`src/sv/xcfd_pkg.sv`:
```
// ----------------------------------------------------------------------------
// xcfd_pkg
// Shared types and constants of the XOR checked frame deframer.
// ----------------------------------------------------------------------------
package xcfd_pkg;

  localparam int MAX_PAYLOAD = 16;
  localparam int LEN_W       = $clog2(MAX_PAYLOAD + 1);
  localparam int IDX_W       = (MAX_PAYLOAD > 1) ? $clog2(MAX_PAYLOAD) : 1;

  localparam logic [7:0] HDR1_BYTE = 8'h55;
  localparam logic [7:0] HDR2_BYTE = 8'hAA;
  localparam logic [7:0] TAIL_BYTE = 8'hF0;

  localparam logic [7:0]  ADDR_RESET    = 8'd1;
  localparam logic [15:0] TIMEOUT_RESET = 16'd300;

  // Configuration register indexes
  localparam int         CFG_IDX_W       = 2;
  localparam logic [1:0] CFG_MODULE_ADDR = 2'd0;
  localparam logic [1:0] CFG_TIMEOUT     = 2'd1;

  // Result kinds
  localparam logic [2:0] K_DATA    = 3'd0;
  localparam logic [2:0] K_EMPTY   = 3'd1;
  localparam logic [2:0] K_BADSUM  = 3'd2;
  localparam logic [2:0] K_BADTAIL = 3'd3;
  localparam logic [2:0] K_TIMEOUT = 3'd4;
  localparam logic [2:0] K_REJECT  = 3'd5;

  localparam logic FUNC_BYTE = 1'b0;
  localparam logic FUNC_TICK = 1'b1;

  typedef struct packed {
    logic       func;
    logic [7:0] rx_byte;
  } in_item_t;

  typedef struct packed {
    logic [2:0] kind;
    logic [7:0] payload_byte;
    logic       last;
  } out_item_t;

  // Command from the parser to the release side: a status kind, or K_DATA
  // with the number of buffered payload bytes to release.
  typedef struct packed {
    logic [2:0]       kind;
    logic [LEN_W-1:0] len;
  } cmd_t;

  typedef struct packed {
    logic             en;
    logic [IDX_W-1:0] addr;
    logic [7:0]       data;
  } store_wr_t;

  typedef struct packed {
    logic queue_full;
    logic rel_pending;
  } back_status_t;

endpackage

```
`src/sv/xor_checked_frame_deframer.sv`:
```
// An item that ends a frame writes its command into the command queue when it is accepted;
// the output register then loads its first result when the queue and that register are free.
// Throughput: one item per cycle in unless full; one payload beat per cycle out on pop.
// Input goes full when the two-entry command queue is full, or while a new frame sits in its
// payload phase before the previous frame's payload has been released from the single store.
// Reset (rst, synchronous, active high) clears the parser, queue and output register and
// ----------------------------------------------------------------------------
// xor_checked_frame_deframer
// Header/length/XOR-checksum frame parser on a byte and tick stream;
// reset loads the register defaults and leaves the payload store as is.
// ----------------------------------------------------------------------------
module xor_checked_frame_deframer
  import xcfd_pkg::*;
(
  input  logic                 clk,
  input  logic                 rst,
  // Input queue side
  input  logic                 push,
  input  in_item_t             item,
  output logic                 full,
  // Result queue side
  output logic                 empty,
  input  logic                 pop,
  output out_item_t            result,
  // Configuration write channel
  input  logic                 cfg_valid,
  output logic                 cfg_ready,
  input  logic [CFG_IDX_W-1:0] cfg_index,
  input  logic [15:0]          cfg_data
);

  // Configuration registers. The user must make writes only while the block is idle;
  // the block does not enforce it. cfg_ready is tied high; indexes past the list are dropped.
  logic [7:0]   module_address;
  logic [15:0]  timeout_ticks;

  // Front to back: one command per frame outcome, plus the store write beat.
  logic         cmd_push;
  cmd_t         cmd;
  store_wr_t    store_wr;
  back_status_t back_status;

  assign cfg_ready = 1'b1;

  always_ff @(posedge clk) begin
    if (rst) begin
      module_address <= ADDR_RESET;
      timeout_ticks  <= TIMEOUT_RESET;
    end else if (cfg_valid && cfg_ready) begin
      case (cfg_index)
        CFG_MODULE_ADDR: module_address <= cfg_data[7:0];
        CFG_TIMEOUT:     timeout_ticks  <= cfg_data;
        default: begin
        end
      endcase
    end
  end

  // Front: parse bytes and ticks, buffer payload, classify the frame.
  xcfd_front u_front (
    .clk            (clk),
    .rst            (rst),
    .push           (push),
    .item           (item),
    .full           (full),
    .module_address (module_address),
    .timeout_ticks  (timeout_ticks),
    .back_status    (back_status),
    .cmd_push       (cmd_push),
    .cmd            (cmd),
    .store_wr       (store_wr)
  );

  // Back: queue commands and drive result beats, one per cycle while results are popped.
  xcfd_back u_back (
    .clk         (clk),
    .rst         (rst),
    .cmd_push    (cmd_push),
    .cmd         (cmd),
    .store_wr    (store_wr),
    .back_status (back_status),
    .empty       (empty),
    .pop         (pop),
    .result      (result)
  );

endmodule

```
`src/sv/xcfd_front.sv`:
```
// ----------------------------------------------------------------------------
// xcfd_front
// Frame parser: hunts headers, checks address, length, checksum and tail,
// buffers payload and issues one command per finished or dropped frame.
// ----------------------------------------------------------------------------
module xcfd_front
  import xcfd_pkg::*;
(
  input  logic         clk,
  input  logic         rst,
  input  logic         push,
  input  in_item_t     item,
  output logic         full,
  input  logic [7:0]   module_address,
  input  logic [15:0]  timeout_ticks,
  input  back_status_t back_status,
  output logic         cmd_push,
  output cmd_t         cmd,
  output store_wr_t    store_wr
);

  typedef enum logic [6:0] {
    PH_HUNT1 = 7'b0000001,
    PH_HUNT2 = 7'b0000010,
    PH_ADDR  = 7'b0000100,
    PH_LEN   = 7'b0001000,
    PH_DATA  = 7'b0010000,
    PH_CHECK = 7'b0100000,
    PH_TAIL  = 7'b1000000
  } phase_t;

  phase_t           phase, phase_next;
  logic [7:0]       running_xor, running_xor_next;
  logic [LEN_W-1:0] frame_length, frame_length_next;
  logic [LEN_W-1:0] byte_index, byte_index_next;
  logic [15:0]      tick_count, tick_count_next;
  logic             accept;
  logic [15:0]      tick_inc;
  logic [LEN_W-1:0] index_inc;

  // Full on a full queue, or in the data phase with a release pending.
  assign full   = back_status.queue_full || ((phase == PH_DATA) && back_status.rel_pending);
  assign accept = push && !full;

  assign tick_inc  = (tick_count != 16'hFFFF) ? tick_count + 16'd1 : tick_count;
  assign index_inc = byte_index + LEN_W'(1);

  always_comb begin
    phase_next        = phase;
    running_xor_next  = running_xor;
    frame_length_next = frame_length;
    byte_index_next   = byte_index;
    tick_count_next   = tick_count;
    cmd_push          = 1'b0;
    cmd               = '{kind: K_DATA, len: frame_length};
    store_wr          = '{en: 1'b0, addr: byte_index[IDX_W-1:0], data: item.rx_byte};
    if (accept) begin
      if (item.func == FUNC_TICK) begin
        if (phase inside {PH_LEN, PH_DATA, PH_CHECK, PH_TAIL}) begin
          tick_count_next = tick_inc;
          if (tick_inc >= timeout_ticks) begin
            cmd_push   = 1'b1;
            cmd.kind   = K_TIMEOUT;
            phase_next = PH_HUNT1;
          end
        end
      end else begin
        case (phase)
          PH_HUNT1: begin
            if (item.rx_byte == HDR1_BYTE) phase_next = PH_HUNT2;
          end
          PH_HUNT2: begin
            if (item.rx_byte == HDR2_BYTE) phase_next = PH_ADDR;
            else if (item.rx_byte != HDR1_BYTE) phase_next = PH_HUNT1;
          end
          PH_ADDR: begin
            if (item.rx_byte != module_address) begin
              cmd_push   = 1'b1;
              cmd.kind   = K_REJECT;
              phase_next = PH_HUNT1;
            end else begin
              running_xor_next = item.rx_byte;
              tick_count_next  = '0;
              phase_next       = PH_LEN;
            end
          end
          PH_LEN: begin
            if (item.rx_byte > 8'(MAX_PAYLOAD)) begin
              cmd_push   = 1'b1;
              cmd.kind   = K_REJECT;
              phase_next = PH_HUNT1;
            end else begin
              running_xor_next  = running_xor ^ item.rx_byte;
              frame_length_next = item.rx_byte[LEN_W-1:0];
              byte_index_next   = '0;
              phase_next        = (item.rx_byte == 8'd0) ? PH_CHECK : PH_DATA;
            end
          end
          PH_DATA: begin
            store_wr.en      = 1'b1;
            running_xor_next = running_xor ^ item.rx_byte;
            byte_index_next  = index_inc;
            if (index_inc >= frame_length) phase_next = PH_CHECK;
          end
          PH_CHECK: begin
            running_xor_next = running_xor ^ item.rx_byte;
            phase_next       = PH_TAIL;
          end
          PH_TAIL: begin
            // Checksum outranks tail; a good empty frame gets its own status.
            cmd_push   = 1'b1;
            phase_next = PH_HUNT1;
            if (running_xor != 8'd0)          cmd.kind = K_BADSUM;
            else if (item.rx_byte != TAIL_BYTE) cmd.kind = K_BADTAIL;
            else if (frame_length == '0)      cmd.kind = K_EMPTY;
            else                              cmd.kind = K_DATA;
          end
          default: begin
            phase_next = PH_HUNT1;
          end
        endcase
      end
    end
  end

  always_ff @(posedge clk) begin
    if (rst) begin
      phase        <= PH_HUNT1;
      running_xor  <= '0;
      frame_length <= '0;
      byte_index   <= '0;
      tick_count   <= '0;
    end else begin
      phase        <= phase_next;
      running_xor  <= running_xor_next;
      frame_length <= frame_length_next;
      byte_index   <= byte_index_next;
      tick_count   <= tick_count_next;
    end
  end

  a_no_write_over_release: assert property (@(posedge clk) disable iff (rst)
    store_wr.en |-> !back_status.rel_pending)
    else $error("payload store written while a release is pending");

  a_release_not_empty: assert property (@(posedge clk) disable iff (rst)
    (cmd_push && cmd.kind == K_DATA) |-> (cmd.len != '0 && cmd.len <= LEN_W'(MAX_PAYLOAD)))
    else $error("release command with bad length");

  a_index_in_frame: assert property (@(posedge clk) disable iff (rst)
    (phase == PH_DATA) |-> (byte_index < frame_length))
    else $error("payload index past frame length");

endmodule

```
`src/sv/xcfd_back.sv`:
```
// ----------------------------------------------------------------------------
// xcfd_back
// Release side: command queue, payload store and result output register.
// ----------------------------------------------------------------------------
module xcfd_back
  import xcfd_pkg::*;
(
  input  logic         clk,
  input  logic         rst,
  input  logic         cmd_push,
  input  cmd_t         cmd,
  input  store_wr_t    store_wr,
  output back_status_t back_status,
  output logic         empty,
  input  logic         pop,
  output out_item_t    result
);

  logic [7:0]       payload_store [MAX_PAYLOAD];
  cmd_t             queue [2];
  logic             wr_ptr, rd_ptr;
  logic [1:0]       count;
  logic [IDX_W-1:0] rel_idx;
  logic             out_valid;
  logic             load;
  logic             cmd_pop;
  cmd_t             head;
  logic             rel_last;

  assign head     = queue[rd_ptr];
  assign load     = !out_valid || pop;
  assign rel_last = (LEN_W'(rel_idx) + LEN_W'(1)) == head.len;
  assign cmd_pop  = load && (count != 2'd0) && ((head.kind != K_DATA) || rel_last);

  assign back_status.queue_full  = (count == 2'd2);
  assign back_status.rel_pending =
    ((count != 2'd0) && (queue[rd_ptr].kind == K_DATA)) ||
    ((count == 2'd2) && (queue[~rd_ptr].kind == K_DATA));

  assign empty = !out_valid;

  always_ff @(posedge clk) begin
    if (store_wr.en) payload_store[store_wr.addr] <= store_wr.data;
    if (cmd_push) queue[wr_ptr] <= cmd;
  end

  always_ff @(posedge clk) begin
    if (rst) begin
      wr_ptr    <= 1'b0;
      rd_ptr    <= 1'b0;
      count     <= '0;
      rel_idx   <= '0;
      out_valid <= 1'b0;
    end else begin
      if (cmd_push) wr_ptr <= ~wr_ptr;
      if (cmd_pop)  rd_ptr <= ~rd_ptr;
      count <= count + 2'(cmd_push) - 2'(cmd_pop);
      if (load) out_valid <= (count != 2'd0);
      // Advance through the payload; rewind once the last byte is loaded.
      if (load && (count != 2'd0) && (head.kind == K_DATA)) begin
        rel_idx <= rel_last ? '0 : rel_idx + IDX_W'(1);
      end
    end
  end

  always_ff @(posedge clk) begin
    if (load && (count != 2'd0)) begin
      result.kind <= head.kind;
      if (head.kind == K_DATA) begin
        result.payload_byte <= payload_store[rel_idx];
        result.last         <= rel_last;
      end else begin
        result.payload_byte <= 8'd0;
        result.last         <= 1'b1;
      end
    end
  end

  a_queue_no_overflow: assert property (@(posedge clk) disable iff (rst)
    (count == 2'd2) |-> !(cmd_push && !cmd_pop))
    else $error("command queue overflow");

  a_release_idx_in_range: assert property (@(posedge clk) disable iff (rst)
    ((count != 2'd0) && (head.kind == K_DATA)) |-> (LEN_W'(rel_idx) < head.len))
    else $error("release index past frame length");

endmodule

```
`config.mk`:
```
export PLATFORM = sky130hd
export DESIGN_NAME = xor_checked_frame_deframer
export DESIGN_NICKNAME = d
export VERILOG_FILES = /design/src/sv/xcfd_pkg.sv /design/src/sv/xor_checked_frame_deframer.sv /design/src/sv/xcfd_front.sv /design/src/sv/xcfd_back.sv
export SDC_FILE = /design/constraint.sdc
export NUM_CORES = 1
export LEC_CHECK = 0
export ABC_AREA = 1
export BUFFER_PORTS_ARGS = -buffer_cell sky130_fd_sc_hd__buf_2
export CELL_PAD_IN_SITES_DETAIL_PLACEMENT = 0
export CELL_PAD_IN_SITES_GLOBAL_PLACEMENT = 1
export CORE_MARGIN = 2
export CORE_UTILIZATION = 48
export DETAILED_ROUTE_END_ITERATION = 8
export PLACE_DENSITY_LB_ADDON = 0.1
export SETUP_SLACK_MARGIN = 0.05
export SYNTH_ARGS = -nofsm -noshare
export SYNTH_HDL_FRONTEND = slang
export SYNTH_SLANG_ARGS = --single-unit
```
`constraint.sdc`:
```
create_clock -name clk -period 3.6 [get_ports clk]
set_input_delay 0.36 -clock clk [delete_from_list [all_inputs] [get_ports clk]]
set_output_delay 0.36 -clock clk [all_outputs]
set_load 0.005 [all_outputs]
```
==> impl_metrics.py <==
metrics = {
    "status": {
        "status": "finished, final reports clean",
    },
    "logic_synthesis": {
        "synth_cell_types": 41,
        "syn-num-nets": 1226,
        "async_flop_share_pct": 0,
        "synth_top_area_share_pct": 43.59,
        "synth-edff-count": 156,
        "yosys-top-cells-count": "224 x nand2_1, 175 x nor2_1, 156 x edfxtp_1",
        "synthCells": 1165,
        "synthFlopType": "edfxtp_1",
        "synth_area_leaders": "edfxtp_1 44%, dfxtp_1 14%, nand2_1 7.8%",
        "netlist_area_sq_um": 10750,
        "synth.yosys.seq_area_share_pct": 57.56,
        "yosysMostFrequentCell": "nand2_1",
        "avgSynthCellArea_sq_um": 9.226,
        "ys_ff_latch": 231,
        "yosysTopAreaCell": "edfxtp_1",
        "ys_warn_count": 0,
    },
    "drt": {
        "routed_wl_mm": 25.61,
        "drc_errors": 0,
        "vias": 8104,
        "vias_per_cell": 5.300,
        "drtAntennaViolNets": 0,
        "first_pass_iters": 5,
        "post_drt_wl_per_cell_um": 16.75,
        "drtIter0Drc": 618,
    },
    "clock_network": {
        "clk_latency_ns": 0.54,
        "path_clk_slew_ns": 0.06,
        "clock_path_buffers": 3,
        "h-tree-depth": 1,
        "cts.sinks": 231,
        "cts_tree": "built",
        "cts-root-buf": "clkbuf_16",
        "numCtsBuffers": 26,
    },
    "hold_path": {
        "min_path_type": "primary input to register",
        "holdPathStages": 3,
    },
    "floorplanning": {
        "io_pins": 47,
        "fp-row-count": 54,
        "dieArea_sq_um": 23600,
        "die_w_um": 153.6,
        "core_sq_um": 21890,
        "die_h_um": 153.6,
        "initial_core_util_pct": 49.10,
    },
    "critical_path": {
        "cp_data_arrival_time_ns": 3.73,
        "end_kind": "register",
        "required_ns": 4.03,
        "reg2reg_depth": 22,
        "critPathKind": "register to register",
        "start_kind": "register",
        "crit_fanout": 5,
    },
    "sta": {
        "finalClockSkew_ns": 0.01006,
        "hold_viol": 0,
        "drv_slew": 0,
        "grt_setup_unrepaired": "no",
        "relSlewSlack_pct": 43.22,
        "post-route-min-period_ns": 3.300,
        "worstMarginPinSlew_ns": 0.8508,
        "final.setup.tns_ns": 0,
        "period_share_pct": 91.67,
        "setup_viol": 0,
        "max_freq_mhz": 303.0,
    },
    "grt": {
        "antenna_found_initial": 0,
        "grt_pass1_vias": 7751,
        "grt_use_total_pct": 21.88,
        "overflow": 0,
        "grt_max_degree": 67,
        "grt_pass1_wl_mm": 41.40,
    },
    "layout": {
        "postLayoutCoreUtil_pct": 56.39,
        "final_nets": 1290,
        "diodes": 0,
        "fillers": 2034,
        "drive_above_1_share_pct": 12.81,
        "synthToLayoutAreaGrowth_pct": 14.85,
    },
    "power": {
        "ir_worst_vdd_mv": 0.3453,
        "power_density_nw_per_um2": 558.0,
        "leakagePower_nw": 4.938,
    },
    "placement": {
        "place.gp.congestion": 0.8116,
        "port_buffers": 45,
        "dp_hpwl_mm": 17.05,
    },
    "run": {
        "max_cap_viol_count": 0,
    },
}
cell families after synthesis:
logic type                 Yosys count  synth area share, %
and+or+nand+nor                    482                18.93
xor gates and xnor gates            32                2.608
other                                1              0.03489
AOI/OAI and AO/OA                  247                12.07
DFF                                231                57.56
buffers and inverters              143                5.425
adders and majority gates           29                3.376
final timing paths:
| check | start | slack, ns | to |
|---|---|---|---|
| worst max-delay path | u_front.tick_count[0]$_SDFFE_PP0P_ | 0.30 | u_back.count[1]$_SDFF_PP0_ |
| worst min-delay path | cfg_data[8] | 0.04 | timeout_ticks[8]$_SDFFE_PP1P_ |
| worst max register to register | u_front.tick_count[0]$_SDFFE_PP0P_ | 0.30 | u_back.count[1]$_SDFF_PP0_ |
| worst min register to register | u_back.count[1]$_SDFF_PP0_ | 0.46 | u_back.count[1]$_SDFF_PP0_ |
stage by stage:
stage          instance area, sq um  hold slack, ns  instances  total power (W)  setup WS, ns
6_report                      12340         0.04199       1529         0.006888        0.3000
5_1_grt                       12340         0.04382       1529         0.007220       0.05689
4_1_cts                       12280         0.03150       1528         0.006955       0.05705
3_5_place_dp                  11390          0.4426       1480         0.004254       0.09169
3_3_place_gp                  11390          0.4447       1480         0.004243        0.1684
2_1_floorplan                 10750          0.4231       1165         0.003857        0.4139
critical path: stages (launching register included):
cell     delay [ns]
dfxtp_4        0.36
ha_2           0.18
nand2_2        0.07
nor2_4         0.16
nand3_2        0.10
nor2_2         0.16
nand2_1        0.08
xor2_1         0.13
nand2_1        0.10
ha_1           0.30
nand2_1        0.06
nor3_1         0.18
nand2_1        0.08
nand2_2        0.09
inv_1          0.05
nor2_2         0.12
nand2_1        0.09
ha_1           0.29
inv_1          0.04
ha_1           0.17
xor2_1         0.17
o21ai_0        0.14
a21oi_1        0.05
state kept, by name (all words and copies together) (netlist names), named ones only:
name and flops:
u_front.running_xor 8, u_front.tick_count 16, timeout_ticks 16, u_back.out_valid 1, u_back.payload_store 128, u_front.frame_length 5
u_back.rd_ptr 1, u_back.count 2, u_front.phase 7, u_front.byte_index 5, module_address 8, u_back.rel_idx 4
u_back.result 12, u_back.wr_ptr 1, u_back.queue 16
layout by cell type (no fill, tap or decap), types with 20 or more instances in the layout:
master	instances
buf_2	45
edfxtp_1	156
o21ai_0	113
inv_1	90
ha_1	27
a21oi_1	74
nand3_1	31
o22ai_1	32
xor2_1	20
dfxtp_1	70
nor2_1	171
buf_4	37
nand2_1	220
clkbuf_16	26
power by group:
group          internal [W]  switching (W)  total, W
Clock               0.00162        0.00109   0.00270
Combinational      0.000360       0.000773   0.00113
Sequential          0.00298      0.0000767   0.00305
cell type report:
| cell class | instances | area, sq um | share of cell area [%] |
|---|---|---|---|
| flip-flops and latches | 231 | 6195 | 50.18 |
| well taps | 280 | 350.3 | 2.838 |
| clock inverters | 21 | 232.7 | 1.885 |
| inverters | 96 | 360.3 | 2.919 |
| clock buffers | 27 | 654.4 | 5.301 |
| repair buffers | 83 | 523.0 | 4.237 |
| multi-input cells | 791 | 4029 | 32.64 |
metal layers:
layer | GRT usage, % | wire length [um] | share of wire, % | up-vias
met5 | 0 | 0 | 0 | -
met4 | 4.281 | 303 | 1.2 | 0
met3 | 3.072 | 1657 | 6.5 | 24
met2 | 35.17 | 11700 | 46 | 208
met1 | 32.04 | 11940 | 47 | 3793
li1 | - | - | - | 4079
what timing repair did:
action                     in CTS  in global routing
setup endpoints to repair       0                 10
buffers inserted                0                  1
gates resized for setup         0                 18
hold buffers                    0                  0
(Power assumes the default switching activity.)
